`src/rtl/slidm_pkg.sv`:
```
package slidm_pkg;

    // List capacity, data and field widths, and the widths that follow from the capacity.
    localparam int DEPTH     = 64;
    localparam int ADDR_W    = $clog2(DEPTH);
    localparam int CNT_W     = $clog2(DEPTH + 1);
    localparam int DATA_W    = 32;
    localparam int POS_W     = 7;
    localparam int OUT_CNT_W = 7;
    // Width wide enough to compare a position against count + 1.
    localparam int CMP_W     = ((CNT_W > POS_W) ? CNT_W : POS_W) + 1;

    // Operation codes.
    localparam logic OP_INSERT  = 1'b0;
    localparam logic OP_DEL_MIN = 1'b1;

    // Commands from the controller to the datapath.
    typedef struct packed {
        logic accept;
        logic ins_rd;
        logic del_rd;
        logic ins_put;
        logic del_put;
        logic load_out;
    } t_cmd;

    // Status from the datapath to the controller.
    typedef struct packed {
        logic ins_ok;
        logic del_ok;
        logic no_shift;
        logic rd_end;
    } t_stat;

endpackage

```
`src/rtl/slidm_ram.sv`:
```
module slidm_ram #(
    parameter int WIDTH = 32,
    parameter int DEPTH = 64
) (
    input  logic                     i_clk,
    input  logic                     i_we,
    input  logic [$clog2(DEPTH)-1:0] i_waddr,
    input  logic [WIDTH-1:0]         i_wdata,
    input  logic [$clog2(DEPTH)-1:0] i_raddr,
    output logic [WIDTH-1:0]         o_rdata
);

    logic [WIDTH-1:0] r_mem [DEPTH];
    logic [WIDTH-1:0] r_rdata;

    // One write port and one read port with registered data.
    always_ff @(posedge i_clk) begin
        if (i_we) begin
            r_mem[i_waddr] <= i_wdata;
        end
        r_rdata <= r_mem[i_raddr];
    end

    assign o_rdata = r_rdata;

endmodule

```
`src/rtl/slidm_ctrl.sv`:
```
module slidm_ctrl (
    input  logic           i_clk,
    input  logic           i_rst_n,
    input  logic           i_valid,
    input  logic           i_op,
    input  logic           i_stall,
    input  slidm_pkg::t_stat i_stat,
    output logic           o_stall,
    output logic           o_valid,
    output slidm_pkg::t_cmd  o_cmd
);
    import slidm_pkg::*;

    typedef enum logic [2:0] {
        S_IDLE,
        S_INS_RD,
        S_INS_DRAIN,
        S_INS_PUT,
        S_DEL_RD,
        S_DEL_DRAIN,
        S_DEL_PUT,
        S_DONE
    } t_state;

    t_state r_state, n_state;
    logic   r_out_valid, n_out_valid;
    t_cmd   w_cmd;

    // Next state and command decode.
    always_comb begin
        n_state = r_state;
        w_cmd   = '0;
        case (r_state)
            S_IDLE: begin
                if (i_valid) begin
                    w_cmd.accept = 1'b1;
                    if (i_op == OP_DEL_MIN) begin
                        n_state = i_stat.del_ok ? S_DEL_RD : S_DONE;
                    end else if (!i_stat.ins_ok) begin
                        n_state = S_DONE;
                    end else if (i_stat.no_shift) begin
                        n_state = S_INS_PUT;
                    end else begin
                        n_state = S_INS_RD;
                    end
                end
            end
            S_INS_RD: begin
                w_cmd.ins_rd = 1'b1;
                if (i_stat.rd_end) begin
                    n_state = S_INS_DRAIN;
                end
            end
            S_INS_DRAIN: begin
                n_state = S_INS_PUT;
            end
            S_INS_PUT: begin
                w_cmd.ins_put = 1'b1;
                n_state       = S_DONE;
            end
            S_DEL_RD: begin
                w_cmd.del_rd = 1'b1;
                if (i_stat.rd_end) begin
                    n_state = S_DEL_DRAIN;
                end
            end
            S_DEL_DRAIN: begin
                n_state = S_DEL_PUT;
            end
            S_DEL_PUT: begin
                w_cmd.del_put = 1'b1;
                n_state       = S_DONE;
            end
            S_DONE: begin
                if (!r_out_valid || !i_stall) begin
                    w_cmd.load_out = 1'b1;
                    n_state        = S_IDLE;
                end
            end
            default: begin
                n_state = S_IDLE;
            end
        endcase
    end

    // The output register stays full until the item is taken.
    always_comb begin
        if (w_cmd.load_out) begin
            n_out_valid = 1'b1;
        end else if (!i_stall) begin
            n_out_valid = 1'b0;
        end else begin
            n_out_valid = r_out_valid;
        end
    end

    // State and registered outputs.
    always_ff @(posedge i_clk) begin
        if (!i_rst_n) begin
            r_state     <= S_IDLE;
            r_out_valid <= 1'b0;
        end else begin
            r_state     <= n_state;
            r_out_valid <= n_out_valid;
        end
    end

    assign o_stall = (r_state != S_IDLE);
    assign o_valid = r_out_valid;
    assign o_cmd   = w_cmd;

endmodule

```
`src/rtl/slidm_dp.sv`:
```
module slidm_dp (
    input  logic                                 i_clk,
    input  logic                                 i_rst_n,
    input  slidm_pkg::t_cmd                      i_cmd,
    input  logic                                 i_op,
    input  logic [slidm_pkg::POS_W-1:0]          i_position,
    input  logic signed [slidm_pkg::DATA_W-1:0]  i_item_value,
    output slidm_pkg::t_stat                     o_stat,
    output logic                                 o_ok,
    output logic signed [slidm_pkg::DATA_W-1:0]  o_min_value,
    output logic [slidm_pkg::OUT_CNT_W-1:0]      o_entry_count
);
    import slidm_pkg::*;

    logic [CNT_W-1:0]         r_count;
    logic                     r_is_del;
    logic                     r_ok;
    logic signed [DATA_W-1:0] r_val;
    logic [ADDR_W-1:0]        r_pos_idx;
    logic [ADDR_W-1:0]        r_rd_addr;
    logic                     r_pend;
    logic [ADDR_W-1:0]        r_pend_addr;
    logic signed [DATA_W-1:0] r_best;
    logic [ADDR_W-1:0]        r_where;
    logic [DATA_W-1:0]        r_last;
    logic                     r_out_ok;
    logic signed [DATA_W-1:0] r_out_min;
    logic [OUT_CNT_W-1:0]     r_out_cnt;

    logic [CMP_W-1:0]  w_pos_ext;
    logic [CMP_W-1:0]  w_cnt_inc;
    logic [ADDR_W-1:0] w_last_idx;
    logic              w_we;
    logic [ADDR_W-1:0] w_waddr;
    logic [DATA_W-1:0] w_wdata;
    logic [DATA_W-1:0] w_rdata;
    t_stat             w_stat;

    // Acceptance checks and scan end detection.
    always_comb begin
        w_pos_ext       = CMP_W'(i_position);
        w_cnt_inc       = CMP_W'(r_count) + CMP_W'(1);
        w_last_idx      = ADDR_W'(r_count - CNT_W'(1));
        w_stat.ins_ok   = (w_pos_ext != '0) && (w_pos_ext <= w_cnt_inc)
                          && (r_count < CNT_W'(DEPTH));
        w_stat.del_ok   = (r_count != '0);
        w_stat.no_shift = (w_pos_ext == w_cnt_inc);
        w_stat.rd_end   = r_is_del ? (r_rd_addr == w_last_idx)
                                   : (r_rd_addr == r_pos_idx);
    end

    // Write port: shifted entry, new value, or last entry into the hole.
    always_comb begin
        w_we = (r_pend && !r_is_del) || i_cmd.ins_put || i_cmd.del_put;
        if (i_cmd.ins_put) begin
            w_waddr = r_pos_idx;
            w_wdata = r_val;
        end else if (i_cmd.del_put) begin
            w_waddr = r_where;
            w_wdata = r_last;
        end else begin
            w_waddr = r_pend_addr + ADDR_W'(1);
            w_wdata = w_rdata;
        end
    end

    slidm_ram #(
        .WIDTH (DATA_W),
        .DEPTH (DEPTH)
    ) u_ram (
        .i_clk   (i_clk),
        .i_we    (w_we),
        .i_waddr (w_waddr),
        .i_wdata (w_wdata),
        .i_raddr (r_rd_addr),
        .o_rdata (w_rdata)
    );

    // Control-side registers that need reset.
    always_ff @(posedge i_clk) begin
        if (!i_rst_n) begin
            r_count <= '0;
            r_pend  <= 1'b0;
        end else begin
            r_pend <= i_cmd.ins_rd || i_cmd.del_rd;
            if (i_cmd.ins_put) begin
                r_count <= r_count + CNT_W'(1);
            end else if (i_cmd.del_put) begin
                r_count <= r_count - CNT_W'(1);
            end
        end
    end

    // Item operands, address walk, minimum tracking and result payload.
    always_ff @(posedge i_clk) begin
        r_pend_addr <= r_rd_addr;
        if (i_cmd.accept) begin
            r_is_del  <= (i_op == OP_DEL_MIN);
            r_val     <= i_item_value;
            r_pos_idx <= ADDR_W'(w_pos_ext - CMP_W'(1));
            r_ok      <= (i_op == OP_DEL_MIN) ? w_stat.del_ok : w_stat.ins_ok;
            r_rd_addr <= (i_op == OP_DEL_MIN) ? '0 : w_last_idx;
        end else if (i_cmd.ins_rd) begin
            r_rd_addr <= r_rd_addr - ADDR_W'(1);
        end else if (i_cmd.del_rd) begin
            r_rd_addr <= r_rd_addr + ADDR_W'(1);
        end
        if (r_pend && r_is_del) begin
            r_last <= w_rdata;
            if ((r_pend_addr == '0) || ($signed(w_rdata) < r_best)) begin
                r_best  <= $signed(w_rdata);
                r_where <= r_pend_addr;
            end
        end
        if (i_cmd.load_out) begin
            r_out_ok  <= r_ok;
            r_out_min <= (r_ok && r_is_del) ? r_best : '0;
            r_out_cnt <= OUT_CNT_W'(r_count);
        end
    end

    assign o_stat        = w_stat;
    assign o_ok          = r_out_ok;
    assign o_min_value   = r_out_min;
    assign o_entry_count = r_out_cnt;

endmodule

```
`src/rtl/sequential_list_insert_delete_min.sv`:
```
// Channel | Handshake          | Payload
// input   | i_valid / o_stall  | i_op, i_position, i_item_value
// result  | o_valid / i_stall  | o_ok, o_min_value, o_entry_count
//
// Insert shifts the entries from the position to the end up by one, then writes the
// new value; an append writes it directly. Delete-min scans every entry, then moves
// the last entry into the slot of the minimum; rejected items do neither. The list
// memory has a single read port, so one entry is moved or scanned per cycle.
// Reset empties the list; the memory itself is not cleared.
// A new item is taken while the previous result waits in the output register.
module sequential_list_insert_delete_min (
    input  logic                                 i_clk,
    input  logic                                 i_rst_n,
    input  logic                                 i_valid,
    output logic                                 o_stall,
    input  logic                                 i_op,
    input  logic [slidm_pkg::POS_W-1:0]          i_position,
    input  logic signed [slidm_pkg::DATA_W-1:0]  i_item_value,
    output logic                                 o_valid,
    input  logic                                 i_stall,
    output logic                                 o_ok,
    output logic signed [slidm_pkg::DATA_W-1:0]  o_min_value,
    output logic [slidm_pkg::OUT_CNT_W-1:0]      o_entry_count
);
    import slidm_pkg::*;

    t_cmd  w_cmd;
    t_stat w_stat;

    // Sequencer.
    slidm_ctrl u_ctrl (
        .i_clk   (i_clk),
        .i_rst_n (i_rst_n),
        .i_valid (i_valid),
        .i_op    (i_op),
        .i_stall (i_stall),
        .i_stat  (w_stat),
        .o_stall (o_stall),
        .o_valid (o_valid),
        .o_cmd   (w_cmd)
    );

    // List storage, count and scan datapath.
    slidm_dp u_dp (
        .i_clk         (i_clk),
        .i_rst_n       (i_rst_n),
        .i_cmd         (w_cmd),
        .i_op          (i_op),
        .i_position    (i_position),
        .i_item_value  (i_item_value),
        .o_stat        (w_stat),
        .o_ok          (o_ok),
        .o_min_value   (o_min_value),
        .o_entry_count (o_entry_count)
    );

endmodule

```
`config.mk`:
```
export PLATFORM = sky130hd
export DESIGN_NAME = sequential_list_insert_delete_min
export DESIGN_NICKNAME = d
export VERILOG_FILES = /design/src/rtl/slidm_pkg.sv /design/src/rtl/slidm_ram.sv /design/src/rtl/slidm_ctrl.sv /design/src/rtl/slidm_dp.sv /design/src/rtl/sequential_list_insert_delete_min.sv
export SDC_FILE = /design/constraint.sdc
export NUM_CORES = 2
export LEC_CHECK = 0
export BUFFER_PORTS_ARGS = -buffer_cell sky130_fd_sc_hd__buf_4
export CAP_MARGIN = 0
export CORE_ASPECT_RATIO = 0.8
export CORE_MARGIN = 1
export CORE_UTILIZATION = 35
export DETAILED_ROUTE_END_ITERATION = 6
export GPL_TIMING_DRIVEN = 0
export PLACE_DENSITY = 0.59
export SKIP_CTS_REPAIR_TIMING = 1
export SYNTH_ARGS = -nofsm -noshare
export SYNTH_HDL_FRONTEND = slang
export SYNTH_SLANG_ARGS = --single-unit
```
`constraint.sdc`:
```
create_clock -name i_clk -period 8.1 [get_ports i_clk]
set_clock_uncertainty 0.05 [all_clocks]
set_input_delay 1.215 -clock i_clk [delete_from_list [all_inputs] [get_ports i_clk]]
set_output_delay 1.215 -clock i_clk [all_outputs]
set_load 0.05 [all_outputs]
```
==> results.ini <==
[critical_path]
cp_data_arrival_time_ns=6.08
worstPathRequired_ns=8.82
worst_setup_path_start_kind=register
worstPathMaxFanout=10
endpoint_kind=register
r2r_end=u_dp.u_ram.o_rdata[10]
worst-r2r-cell-count=8
path_class=reg2reg
worstReg2RegStart=u_dp.r_rd_addr[2]
reg2reg_setup_slack_ns=2.74
cp-startpoint=u_dp.r_rd_addr[2]
crit_end=u_dp.u_ram.o_rdata[10]

[sta]
timing.slew.headroom=0.0384
hold_violations=0
fin_tns_setup_ns=0
finalCritPeriodShare=0.661
finalWorstSetupSlack_ns=2.74
finalSetupViolations=0
worst_slew_pin_slew_ns=1.44
fin_crit_ns=5.36
drv_slew=0
rsz0062_at_grt=no
fmax_ghz=0.187

[floorplan]
num_io_pins=86
dieArea_um2=249000
die_y_um=447
fp-row-count=162
core_um2=245000
die_x_um=558
start_util=0.354

[logic_synthesis]
synth.avg_cell_area_um2=23.2
ys_warn_count=0
syn-cell-area_um2=86600
synth-seq-area-share=0.776
syn-num-nets=3827
yosys_register_bits=2254
yosys.cell_types.count=59
synthFlopType=edfxtp_1
synth_edf_count=2204
syn_inst=3734
async_flop_share=0

[run]
cap_violations=0

[power_and_ir_drop]
power_frac_seq=0.395
fin_total_pwr_mw=40.9
p_sw_mw=14.6
pwr-share-clk=0.244
p_leak_nw=31.4
internal_power_mw=26.3
pwr-share-comb=0.361
switching_share=0.357
pwr_density_cell_nw_per_um2=404
peakVddDrop_mv=0.302

[clock_tree]
h-tree-depth=4
cts_tree=built
clk_pin_slew_ns=0.07
clock_latency_ns=0.90
cts_buffers=216
cts_sinks=2254
cts.path.max_buffers=4
cts_root_buffer=clkbuf_16

[global_route]
grt_pass1_vias=41371
grt_usage=0.195
grt_pass1_wl_um=337000
grt_overflow_total=0
antenna_found_initial=30
grt_start_max_net_pins=52

[drt]
drcViolationCount=0
routedWlPerCell_um=32.2
routed_wl_um=245000
route.vias.total=42539
drt-pass1-iter-count=5
first_iter_violations=6360
drt-vias-per-instance=5.60
antenna_left=0

[cells_and_area]
n_fill_cell=21142
drive_above_1_share=0.306
areaGrowthSynthToFinish_pct=16.8
nets=4234

[placed_design]
place_hpwl_um=168000
dp_slack_ns=3.00
gp_congestion=0.861
port-buffer-count=85

[outcome]
status=finished clean

[worst_hold_path]
hold_class=reg2reg

[cell type report]
| class | count | area [um^2] | share of cell area |
|---|---|---|---|
| flip-flops and latches | 2254 | 67200 | 0.664 |
| multi-input cells | 1234 | 19100 | 0.189 |
| clock buffers | 265 | 5730 | 0.0567 |
| well taps | 3280 | 4100 | 0.0406 |
| repair buffers | 189 | 2850 | 0.0282 |
| clock inverters | 129 | 1110 | 0.0110 |
| plain buffers | 192 | 816 | 0.00807 |
| inverters | 54 | 204 | 0.00202 |
| diodes | 5 | 12.5 | 0.000124 |
[cells in the final DEF, fill, tap and decap left out, drive strengths merged, types with 3 or more instances in the layout]
master and instances:
buf 277, nor3b 5, a211oi 25, a31oi 9, nand3 12, or3 7, o22ai 37, clkinvlp 6
mux4 654, nand4 9, nand2 46, nor3 8, ha 48, diode 5, a22oi 3, o21ai 15
a21oi 32, xor2 14, and3 34, inv 58, o41ai 3, nor2b 6, or3b 3, a221oi 3
edfxtp 2204, clkbuf 369, nand3b 5, o211ai 4, xnor2 15, mux2i 15, a21o 14, and2 15
bufinv 18, nor2 159, nand2b 6, dfxtp 50, clkinv 101
[power by group through the flow]
stage	clock network, mW	registers, mW	logic (mW)
finish	9.97	16.2	14.8
global route	10.5	16.2	15.3
CTS	10.1	16.1	14.6
detailed placement	0	16.4	14.6
global placement	0	16.9	13.3
floorplan	0	16.4	7.45
[worst min-delay path by stage]
stage	cells past startpoint	endpoint	startpoint	slack, ns
final	0	u_dp.r_pend_addr[5]	u_dp.r_rd_addr[5]	0.33
after global routing	0	u_dp.r_pend_addr[5]	u_dp.r_rd_addr[5]	0.35
after CTS	0	u_dp.r_pend_addr[5]	u_dp.r_rd_addr[5]	0.33
after detailed placement	0	u_dp.r_pend_addr[5]	u_dp.r_rd_addr[5]	0.32
after global placement	0	u_dp.r_pend_addr[5]	u_dp.r_rd_addr[5]	0.32
after floorplan	0	u_dp.r_pend_addr[0]	u_dp.r_rd_addr[0]	0.30
[kinds of logic after synthesis]
family / Yosys count / share of synthesized area
muxes: 670 / 0.172
DFF: 2254 / 0.776
AOI/OAI and AO/OA: 163 / 0.0125
adders and majority gates: 49 / 0.00717
buffers and inverters: 246 / 0.0117
xor gates and xnor gates: 31 / 0.00348
and+or+nand+nor: 321 / 0.0173
[cells in the mapped netlist, types with 3 or more instances]
| cell type | n | area (um^2) |
|---|---|---|
| nand3b_1 | 5 | 37.5 |
| or3b_2 | 3 | 26.3 |
| a21oi_1 | 32 | 160 |
| o22ai_1 | 37 | 231 |
| xnor2_1 | 15 | 131 |
| a211oi_1 | 25 | 188 |
| o21ai_0 | 15 | 75.1 |
| or3_1 | 7 | 43.8 |
| nor2b_1 | 6 | 37.5 |
| and3_1 | 34 | 213 |
| a221oi_1 | 3 | 26.3 |
| nand2_1 | 46 | 173 |
| buf_1 | 27 | 101 |
| a31oi_1 | 9 | 56.3 |
| edfxtp_1 | 2204 | 66200 |
| nand3_1 | 12 | 60.1 |
| a21o_1 | 14 | 105 |
| inv_1 | 53 | 199 |
| and2_1 | 15 | 93.8 |
| buf_2 | 58 | 290 |
| o41ai_1 | 3 | 26.3 |
| a22oi_1 | 3 | 22.5 |
| clkbuf_1 | 104 | 390 |
| xor2_1 | 14 | 123 |
| mux2i_1 | 15 | 150 |
| nor3b_1 | 5 | 37.5 |
| nor3_1 | 8 | 40.0 |
| ha_1 | 48 | 601 |
| o211ai_1 | 4 | 30.0 |
| dfxtp_1 | 50 | 1000 |
| nand4_1 | 9 | 56.3 |
| nand2b_1 | 6 | 37.5 |
| mux4_2 | 654 | 14700 |
| nor2_1 | 159 | 597 |
[flip-flops by register name (all words and copies together) (netlist names), 3 cells and up]
| signal | flops |
|---|---|
| u_dp.u_ram.r_mem | 2048 |
| u_dp.o_min_value | 32 |
| u_dp.r_best | 32 |
| u_dp.r_last | 32 |
| u_dp.r_val | 32 |
| u_dp.u_ram.o_rdata | 32 |
| u_dp.o_entry_count | 7 |
| u_dp.r_count | 7 |
| u_dp.r_pend_addr | 6 |
| u_dp.r_pos_idx | 6 |
| u_dp.r_rd_addr | 6 |
| u_dp.r_where | 6 |
| u_ctrl.r_state | 3 |
[critical path, stage by stage (launching register included)]
cell and delay [ns]:
edfxtp_1 0.41, clkbuf_1 0.65, buf_2 0.67, buf_2 0.50, buf_2 0.48, clkbuf_1 0.83
a211oi_1 0.29, a31oi_1 0.90, mux4_2 0.47
[routing by layer]
layer  part of all wire  vias up  wire (um)  GRT usage
met1               0.42    23149     102000      0.286
met4              0.030        8       7400     0.0549
met3               0.11      356      28000     0.0531
met5            0.00027        -         65          0
li1                   -    16732          -          -
met2               0.44     2294     107000      0.286
[metrics by stage]
| step | utilization | area (um^2) | hold slack, ns | instances |
|---|---|---|---|---|
| 2_1_floorplan | - | 86600 | 0.296 | 3734 |
| 3_3_place_gp | 0.373 | 91300 | 0.323 | 7099 |
| 3_5_place_dp | 0.385 | 94300 | 0.322 | 7203 |
| 4_1_cts | 0.413 | 101000 | 0.331 | 7597 |
| 5_1_grt | 0.413 | 101000 | 0.351 | 7597 |
| 6_report | 0.413 | 101000 | 0.330 | 7602 |
Note: power is estimated with default switching activity, not from simulation.
